[src/rtl/btmx_pkg.sv]
// btmx_pkg: shared types and codes for the binary trie max-xor block
// used by btmx_ctrl, btmx_dp and binary_trie_max_xor; no dependencies
`timescale 1ns / 1ps

package btmx_pkg;

    // input commands
    localparam logic CMD_INSERT = 1'b0;
    localparam logic CMD_QUERY  = 1'b1;

    // result status codes
    typedef enum logic [1:0] {
        ST_OK    = 2'd0,
        ST_EMPTY = 2'd1,
        ST_FULL  = 2'd2
    } t_status;

    // input item
    typedef struct packed {
        logic        command;
        logic [31:0] value;
    } t_in;

    // result item
    typedef struct packed {
        logic [31:0] max_xor;
        t_status     status;
    } t_out;

    // controller to datapath commands
    typedef struct packed {
        logic start;     // input transfer: latch item, read root
        logic step;      // walk one trie level
        logic load_out;  // capture result into output register
    } t_dp_cmd;

    // datapath to controller status
    typedef struct packed {
        logic special;   // item at input is answered without a walk
        logic last;      // current level is bit zero
    } t_dp_stat;

endpackage

[src/rtl/btmx_ctrl.sv]
// btmx_ctrl: sequencing state machine and output valid for the trie block
// depends on btmx_pkg for the command and status structs
`timescale 1ns / 1ps

module btmx_ctrl import btmx_pkg::*; (
    input  logic     i_clk,
    input  logic     i_rst_n,
    input  logic     i_in_valid,
    output logic     o_in_stall,
    output logic     o_out_valid,
    input  logic     i_out_stall,
    input  t_dp_stat i_stat,
    output t_dp_cmd  o_cmd
);

    typedef enum logic [1:0] {
        S_IDLE,
        S_WALK,
        S_DONE
    } t_state;

    t_state r_state;
    logic   r_out_valid;
    logic   accept;
    logic   out_free;

    // handshake decode
    assign accept   = (r_state == S_IDLE) && i_in_valid;
    assign out_free = !r_out_valid || !i_out_stall;

    // commands to datapath
    always_comb begin
        o_cmd.start    = accept;
        o_cmd.step     = (r_state == S_WALK) && (!i_stat.last || out_free);
        o_cmd.load_out = ((r_state == S_WALK) && i_stat.last && out_free)
                      || ((r_state == S_DONE) && out_free);
    end

    // state and output valid
    always_ff @(posedge i_clk) begin
        if (!i_rst_n) begin
            r_state     <= S_IDLE;
            r_out_valid <= 1'b0;
        end else begin
            unique case (r_state)
                S_IDLE: begin
                    if (accept) begin
                        r_state <= i_stat.special ? S_DONE : S_WALK;
                    end
                end
                S_WALK: begin
                    if (i_stat.last && out_free) begin
                        r_state <= S_IDLE;
                    end
                end
                S_DONE: begin
                    if (out_free) begin
                        r_state <= S_IDLE;
                    end
                end
                default: r_state <= S_IDLE;
            endcase
            if (o_cmd.load_out) begin
                r_out_valid <= 1'b1;
            end else if (!i_out_stall) begin
                r_out_valid <= 1'b0;
            end
        end
    end

    assign o_in_stall  = (r_state != S_IDLE);
    assign o_out_valid = r_out_valid;

    // a walking item enters the walk state
    a_start_walk: assert property (@(posedge i_clk) disable iff (!i_rst_n)
        (accept && !i_stat.special) |=> (r_state == S_WALK))
        else $error("walk not started after input transfer");

    // a new result only appears after work on an item
    a_result_src: assert property (@(posedge i_clk) disable iff (!i_rst_n)
        $rose(r_out_valid) |-> ($past(r_state) != S_IDLE))
        else $error("result raised without an item in progress");

endmodule

[config.mk]
export PLATFORM = sky130hd
export DESIGN_NAME = btmx_ctrl
export DESIGN_NICKNAME = d
export VERILOG_FILES = /design/src/rtl/btmx_pkg.sv /design/src/rtl/btmx_ctrl.sv
export SDC_FILE = /design/constraint.sdc
export NUM_CORES = 1
export LEC_CHECK = 0
export ABC_AREA = 1
export BUFFER_PORTS_ARGS = -buffer_cell sky130_fd_sc_hd__buf_2
export CAP_MARGIN = 20
export CORE_AREA = 2 2 39 41
export CTS_BUF_LIST = sky130_fd_sc_hd__clkbuf_4 sky130_fd_sc_hd__clkbuf_8 sky130_fd_sc_hd__clkbuf_16
export DETAILED_ROUTE_END_ITERATION = 12
export DIE_AREA = 0 0 41 43
export PLACE_DENSITY = 0.4
export SKIP_LAST_GASP = 1
export SYNTH_ARGS = -nofsm -noshare
export SYNTH_HDL_FRONTEND = slang
export SYNTH_SLANG_ARGS = --single-unit
[constraint.sdc]
create_clock -name i_clk -period 1.5 [get_ports i_clk]
set_clock_uncertainty 0.15 [all_clocks]
set_input_delay 0.15 -clock i_clk [delete_from_list [all_inputs] [get_ports i_clk]]
set_output_delay 0.15 -clock i_clk [all_outputs]
set_load 0.005 [all_outputs]
==> flow_summary.ini, run 1 <==
[outcome]
outcome = finished clean

[place]
portBuffers = 10
dpl-instance-area_um2 = 266.5
place_congestion = 0.7446
hpwl_um = 374.7

[setup_path]
crit_fanout = 4
cp_num_buf_inv = 2
cp-end-kind = output port
required_ns = 1.20
rr_endpoint = r_state[0]
cp-start-kind = flop
reg2reg_depth = 4
critPathKind = reg2out
crit_family = flip-flops
crit_chain = nor2_1 -> inv_1 -> nor2_1 -> buf_2
crit_start = r_state[1]
regToRegStartpoint = r_state[1]
crit_top_cell = nor2_1
r2r_slack_ns = 0.51
cp.arrival_ns = 1.02
critical_path.max_stage_delay_ns = 0.33
cp_slowest_cell = dfxtp_1

[power_and_ir_drop]
power.internal_uw = 228.2
cellPowerDensity_mw_per_mm2 = 972.4
power_leakage_nw = 0.1930
power_switching_uw = 69.88
comb_power_share_pct = 17.9
p_seq_share_pct = 30.0
pwr-share-clk_pct = 52.1
ir_drop_v = 0.0003431
p_sw_share_pct = 23.44

[clocking]
clk-insertion-delay-late_ns = 0.23
cts_resized = 0
path_clk_slew_ns = 0.04
clkSinkCount = 3
root_buffer = clkbuf_4
htreeDepth = 1
postCtsSetupBuffers = 0
clockBufferDepth = 2
cts_made_buffers = 3
cts_tree = done
cts_hold_buf = 1

[synth]
synth.ff_latch_count = 3
yosysWarnings = 0
synth_area_leaders = dfxtp_1, nand2_1, inv_1, nand3_1, nor2_2
avgSynthCellArea_um2 = 5.827
ys_seq_area_share_pct = 29.45
synth_xor_area_share_pct = 0
synthSimpleGateAreaFrac_pct = 42.33
synth_compound_area_share_pct = 7.975
synthCells = 35
syn_nets = 41
synth_top_area_share_pct = 29.45
synth.distinct_cells = 11
synth_fa_ha_area_share_pct = 0
synthesis.area_um2 = 203.9
yosysTopAreaCell = dfxtp_1
muxShareOfSynthArea_pct = 0
synth_top_family_by_area = simple AND/OR/NAND/NOR gates

[floorplanning]
rows = 14
die_w_um = 41
core-area_mm2 = 0.001384
start_util_pct = 14.74
die-area_mm2 = 0.001763
die_h_um = 43
boundaryPins = 11

[global_routing]
grt_pass1_vias = 198
grt_overflow = 0
grt_antenna_before_repair = 0
grt_pass1_wl_um = 703
grt.total_usage_pct = 6.520
grt_max_degree = 5

[finish]
layout_commonest_cell = nand2_1
layout_common_cells = nand2_1, buf_2, inv_1
area_growth_syn_to_layout_pct = 50.31
fillers = 164
stdcell_area_um2 = 306.5
drive_gt1_share_pct = 38.78
diodes = 0
layout.nets = 56

[routing]
drt.antenna.violating_nets = 0
vias = 238
vias_per_cell = 3.662
wl_per_cell_um = 6.692
drc = 0
dr.pass1.iters = 4
dr.first_iter.drc_count = 5
routed_wl_um = 435

[sta]
timing.hold.ws_ns = 0.07140
max_freq_mhz = 757.1
rsz0062_at_grt = no
maxSlewHeadroom_pct = 87.06
period_needed_ns = 1.321
tightest_slew_ns = 0.1933
fin_crit_sh_pct = 88.06
hold_viol_final = 0
setup_viol = 0
drv_slew = 0
fin_tns_setup_ns = 0

[hold_path]
min_from = i_stat[1]
hold_end = r_state[1]
holdCritPathClass = in2reg
holdPathStages = 3

[flow_run]
cap_violations = 0
-- flip-flops by register name, summed over array words and instances, names as in the netlist --
register,count
r_state,2
o_out_valid,1
-- cell type report --
cell class | instances | area (µm²) | area share, %
Multi-Input combinational cell | 22 | 102.6 | 33.47
Sequential cell | 3 | 60.06 | 19.59
Timing Repair Buffer | 11 | 60.06 | 19.59
Inverter | 9 | 33.78 | 11.02
Clock buffer | 4 | 30.03 | 9.796
Tap cell | 16 | 20.02 | 6.531
-- cell families (layout without fill, tap and decap cells) --
family | Yosys count | after routing
and+or+nand+nor | 20 | 20
AOI/OAI and AO/OA | 2 | 2
DFF | 3 | 3
buffers and inverters | 10 | 24
-- synthesized netlist by cell type --
cell type / n
nor2_1: 3
a21oi_1: 1
nand4_1: 1
a21boi_2: 1
dfxtp_1: 3
inv_1: 7
inv_2: 2
nor2_2: 2
nand3_1: 3
nand2_1: 11
buf_4: 1
-- metrics by stage --
step	total power [mW]	cells	setup slack [ns]	utilization (%)
2_1_floorplan	0.1237	35	0.4545	-
3_3_place_gp	0.1433	60	0.4190	19.26
3_5_place_dp	0.1426	60	0.4239	19.26
4_1_cts	0.3071	65	0.1679	22.15
5_1_grt	0.3229	65	0.08353	22.15
6_report	0.2981	65	0.1791	22.15
-- power groups by stage --
stage          clock, mW  combinational (mW)  sequential (mW)
4_1_cts            0.164              0.0543           0.0893
6_report           0.155              0.0535           0.0893
3_3_place_gp           0              0.0528           0.0905
2_1_floorplan          0              0.0334           0.0903
5_1_grt            0.172              0.0611           0.0900
3_5_place_dp           0              0.0521           0.0905
-- per-layer routing --
metal	vias up	GRT usage (%)	wire length, µm
met3	0	5.236	48
li1	131	-	-
met5	-	0	0
met1	95	6.731	190
met2	12	7.813	195
met4	0	6.000	0
-- worst max path at each step --
stage,cells after the start,slack [ns],end
after CTS,4,0.17,o_cmd[2]
final,4,0.18,o_cmd[2]
after global placement,4,0.42,o_cmd[2]
after floorplan,4,0.45,o_cmd[2]
after detailed placement,4,0.42,o_cmd[2]
after global routing,4,0.08,o_cmd[2]
-- worst register-to-register path: cells and delay by family, from the launching register on --
family	cells	cell delay, ns
flops	1	0.33
simple gates	4	0.41
No activity file was read; power rests on OpenSTA's default activity.
==> run 2: changes to the inputs <==
ABC_AREA = not set   (was 1)
clock period = 1.2 ns   (was 1.5 ns; I/O delays follow)
==> run 2 against run 1 <==
  * The run now ends with negative setup slack left
  * Sequential power is 30% higher
  * Via count decreased by 11%
  * Combinational power is 19% higher
  * Count of clock-buffer cells in the layout stayed put
  * Non-clock buffer count grew 2
  * Power is 25% higher
  * Hold slack worse by 0.033 ns
  * Utilization rose by 0.090 points
  * Global-route usage is 1.1 points higher
  * Synthesized cell count is 37% lower
  * Register-to-register slack lost 0.42 ns
  * Critical path type unchanged
  * Critical endpoint is now o_cmd[0]
==> flow_summary.ini, run 2 <==
[synth]
avgSynthCellArea_um2 = 8.531
async_reset_ff_share_pct = 0
synth-main-ff-cell = dfxtp_1
yosysWarnings = 0
synth_area_leaders = dfxtp_1, nand2b_1, a221oi_2, nand3b_1, a211oi_2
ys_seq_area_share_pct = 32.00
synth_common_cells = dfxtp_1, inv_1, nand2b_1
synthesis.area_um2 = 187.7
synth_top_area_share_pct = 32.00
yosysTopAreaCell = dfxtp_1
synth.ff_latch_count = 3
synth_edf_count = 0
synthCells = 22
synth.distinct_cells = 15
syn_nets = 28

[floorplanning]
die_w_um = 41
start_util_pct = 13.56
boundaryPins = 11
die-area_mm2 = 0.001763
die_h_um = 43
rows = 14
core-area_mm2 = 0.001384

[clocking]
clockBufferDepth = 2
htreeDepth = 1
path_clk_slew_ns = 0.04
clkSinkCount = 3
root_buffer = clkbuf_4
cts_made_buffers = 3
cts_tree = done
clk-insertion-delay-late_ns = 0.23

[power_and_ir_drop]
power_leakage_nw = 0.1462
cellPowerDensity_mw_per_mm2 = 1215
total_power_uw = 373.9
ir_drop_v = 0.0002406

[global_routing]
grt_pass1_wl_um = 841
grt_max_degree = 8
grt_overflow = 0
grt_antenna_before_repair = 0
grt.total_usage_pct = 7.623
grt_pass1_vias = 212

[place]
pre_cts_slack_ns = 0.08323
place_congestion = 0.7461
hpwl_um = 375.6
portBuffers = 10
dpl-instance-area_um2 = 257.7

[sta]
tightest_slew_ns = 0.2059
maxSlewHeadroom_pct = 86.18
rsz0062_at_grt = yes
timing.hold.ws_ns = 0.03803
setup_viol = 4
drv_slew = 0
hold_viol_final = 0
period_needed_ns = 1.280
setup_slack_ns = -0.08023
fin_crit_sh_pct = 106.7
max_freq_mhz = 781.1

[setup_path]
cp-end-kind = output port
reg2reg_depth = 3
cp-start-kind = flop
required_ns = 0.93
cp_num_buf_inv = 1
crit_start = r_state[1]
critical_path.max_stage_delay_ns = 0.34
cp_slowest_cell = dfxtp_2
r2r_slack_ns = 0.09
cp.arrival_ns = 1.01
rr_endpoint = r_state[0]
crit_family = flip-flops
cp_num_cells = 3
crit_path_end = o_cmd[0]
regToRegStartpoint = r_state[0]
critPathKind = reg2out
crit_fanout = 7
crit_chain = nand3b_1 -> a21boi_1 -> buf_2

[routing]
wl_per_cell_um = 9.056
vias = 211
routed_wl_um = 489
drc = 0
drt.antenna.violating_nets = 0
dr.first_iter.drc_count = 3
dr.pass1.iters = 4
vias_per_cell = 3.907

[outcome]
violations = negative setup slack
outcome = complete, but fails checks

[finish]
drive_gt1_share_pct = 52.63
area_growth_syn_to_layout_pct = 64.00
layout_common_cells = buf_2, clkbuf_4, nand2b_1, inv_1
diodes = 0
layout_commonest_cell = buf_2
layout.nets = 45
fillers = 169
largest_reg_flops = 2
stdcell_area_um2 = 307.8
regMostFlops = r_state

[flow_run]
cap_violations = 0

[hold_path]
holdCritPathClass = in2reg
==> run 2: area by class of cell <==
| class | count | area [µm²] | share of cell area (%) |
|---|---|---|---|
| clock buffer | 4 | 30.03 | 9.756 |
| multi-input combinational | 15 | 108.9 | 35.37 |
| tap | 16 | 20.02 | 6.504 |
| timing repair buffer | 13 | 75.07 | 24.39 |
| inverter | 3 | 11.26 | 3.659 |
| sequential | 3 | 62.56 | 20.33 |
==> run 2: what timing repair did <==
action | 4_1_cts | 5_1_grt
pin swaps | 1 | 0
setup buffers | 1 | 0
endpoints found under the hold margin | 1 | 0
gates resized for setup | 3 | 0
gates cloned | 0 | 0
setup endpoints to repair | 4 | 4
hold buffers | 1 | 0
==> run 2: stage by stage <==
stage	instances	util, %	TNS [ns]
floorplan	22	-	0
global placement	48	18.63	0
detailed placement	48	18.63	0
CTS	54	22.24	-0.2431
global route	54	22.24	-0.5170
finish	54	22.24	-0.2082
==> run 2: report_power, final <==
| part | leakage, nW | internal [mW] | switching [mW] |
|---|---|---|---|
| registers | 0.0254 | 0.108 | 0.00811 |
| clock network | 0.0184 | 0.147 | 0.0478 |
| logic | 0.102 | 0.0361 | 0.0275 |
| total | 0.146 | 0.291 | 0.0834 |
==> run 2: worst min path at each step <==
stage                             to  slack [ns]         from  cells after the start
final                     r_state[1]        0.04  i_out_stall                      3
after global routing      r_state[1]        0.04  i_out_stall                      3
after CTS                 r_state[1]        0.03  i_out_stall                      3
after detailed placement  r_state[0]        0.25      i_rst_n                      3
after global placement    r_state[0]        0.24      i_rst_n                      3
after floorplan           r_state[1]        0.11      i_rst_n                      2
==> run 2: metal layers <==
layer / vias up / part of all wire (%) / GRT usage (%)
met4: 0 / 0 / 8.000
met3: 0 / 7.8 / 3.141
met2: 9 / 43 / 9.063
met1: 94 / 49 / 9.295
li1: 108 / - / -
met5: - / 0 / 0
==> run 2: kinds of logic (layout without fill, tap and decap cells) <==
family / Yosys count / in the layout / share of synthesized area, %
AND/OR/NAND/NOR: 10 / 10 / 31.33
AO/OA/AOI/OAI: 5 / 5 / 26.67
buffers and inverters: 4 / 20 / 10.00
flip-flops: 3 / 3 / 32.00
==> run 2: worst register-to-register path, cell delays in order (launching register included) <==
cell and delay, ns:
dfxtp_2 0.33, buf_4 0.14, and2_1 0.14, a221oi_2 0.26
==> run 3: changes to the inputs <==
clock period = 1.1 ns   (was 1.2 ns; I/O delays follow)
==> run 3 against run 2 <==
  * The flow still finishes with violations (negative setup slack)
  * Count of clock-buffer cells in the layout did not move
  * Global-route usage is 1.0 points lower
  * Setup slack worse by 0.090 ns
  * Critical path type unchanged
  * Largest cell class unchanged
  * Highest routed layer unchanged
==> flow_summary.ini, run 3 (synthesis results as in run 2) <==
[outcome]
outcome = complete, but fails checks
violations = negative setup slack

[setup_path]
cp_num_buf_inv = 2
cp_slowest_cell = dfxtp_4
crit_fanout = 6
required_ns = 0.84
cp-start-kind = flop
cp.arrival_ns = 1.01
cp-end-kind = output port
critical_path.max_stage_delay_ns = 0.36
critPathKind = reg2out
crit_chain = inv_1 -> a311oi_1 -> buf_2
crit_family = flip-flops

[finish]
layout_commonest_cell = buf_2
stdcell_area_um2 = 319.1
drive_gt1_share_pct = 56.41
utilization_pct = 23.06
largest_reg_flops = 2
area_growth_syn_to_layout_pct = 70.00
diodes = 0
layout.nets = 46
regMostFlops = r_state
fillers = 156
layout_common_cells = buf_2, clkbuf_4, nand2b_1, inv_1, buf_4

[global_routing]
grt_pass1_vias = 205
grt_overflow = 0
grt_pass1_wl_um = 765
grt_max_degree = 8
grt.total_usage_pct = 6.620
grt_antenna_before_repair = 0

[place]
dpl-instance-area_um2 = 272.8
place_congestion = 0.6930
hpwl_um = 373.6
portBuffers = 10

[floorplanning]
die-area_mm2 = 0.001763
core-area_mm2 = 0.001384
boundaryPins = 11
start_util_pct = 13.56
rows = 14
die_w_um = 41
die_h_um = 43

[sta]
maxSlewHeadroom_pct = 84.48
max_freq_mhz = 787.0
rsz0062_at_grt = yes
fin_tns_setup_ns = -0.5785
setup_viol = 4
period_needed_ns = 1.271
setup_slack_ns = -0.1707
hold_viol_final = 0
tightest_slew_ns = 0.2312
fin_crit_sh_pct = 115.5
drv_slew = 0

[clocking]
clk-insertion-delay-late_ns = 0.23
htreeDepth = 1
root_buffer = clkbuf_4
cts_made_buffers = 3
clkSinkCount = 3
path_clk_slew_ns = 0.04
cts_tree = done
clockBufferDepth = 2

[routing]
dr.first_iter.drc_count = 0
drc = 0
vias_per_cell = 3.800
routed_wl_um = 467
drt.antenna.violating_nets = 0
dr.pass1.iters = 1
wl_per_cell_um = 8.491
vias = 209

[power_and_ir_drop]
cellPowerDensity_mw_per_mm2 = 1311
ir_drop_v = 0.0003109
power_leakage_nw = 0.1523
total_power_uw = 418.1

[hold_path]
holdCritPathClass = in2reg

[flow_run]
cap_violations = 0
-- run 3: cell count changes in the layout (fill, tap and decap cells not counted) --
cell     before  now
dfxtp_4       0    1
buf_4         2    3
dfxtp_1       1    0
-- run 3: routing by layer --
layer	up-vias	routed length (µm)	part of all wire (%)	track usage [%]
li1	111	-	-	-
met1	87	236	51	8.333
met2	11	196	42	8.750
met3	0	33	7.1	0
met4	0	0	0	8.000
met5	-	0	0	0
-- run 3: layout make-up --
| cell class | instances | area [µm²] | share of cell area (%) |
|---|---|---|---|
| multi-input cells | 15 | 108.9 | 34.12 |
| inverters | 3 | 11.26 | 3.529 |
| flip-flops and latches | 3 | 66.31 | 20.78 |
| clock buffers | 4 | 30.03 | 9.412 |
| well taps | 16 | 20.02 | 6.275 |
| repair buffers | 14 | 82.58 | 25.88 |
-- run 3: worst register-to-register path, stage by stage (launching register included) --
cell and delay, ns:
dfxtp_4 0.36, inv_1 0.05, buf_4 0.12, a221oi_2 0.21
-- run 3: repair_timing --
item	CTS	global route
resized for setup	4	1
buffers inserted	0	0
setup endpoints to repair	4	5
pin swaps	1	0
hold buffers	1	0
endpoints found under the hold margin	2	0
-- run 3: path summary, 6_finish.rpt --
path / to / cells past startpoint / from / slack (ns)
worst min register to register: r_state[1] / 2 / r_state[1] / 0.37
worst min-delay path: r_state[0] / 3 / i_in_valid / 0.02
worst max-delay path: o_cmd[1] / 3 / r_state[0] / -0.17
worst max register to register: r_state[0] / 3 / r_state[0] / 0.11
-- run 3: where the power goes --
| group | internal (mW) | leakage (nW) | switching (mW) |
|---|---|---|---|
| Sequential | 0.117 | 0.0261 | 0.00820 |
| Clock | 0.161 | 0.0184 | 0.0588 |
| Combinational | 0.0433 | 0.108 | 0.0304 |
| Total | 0.321 | 0.152 | 0.0974 |
-- run 3: through the flow --
step	cells	setup WS, ns	hold slack (ns)
final	55	-0.1707	0.02141
after global routing	55	-0.2308	0.03287
after CTS	55	-0.1853	0.01471
after detailed placement	50	-0.01905	0.2430
after global placement	50	-0.007888	0.2322
after floorplan	22	0.07853	0.1035
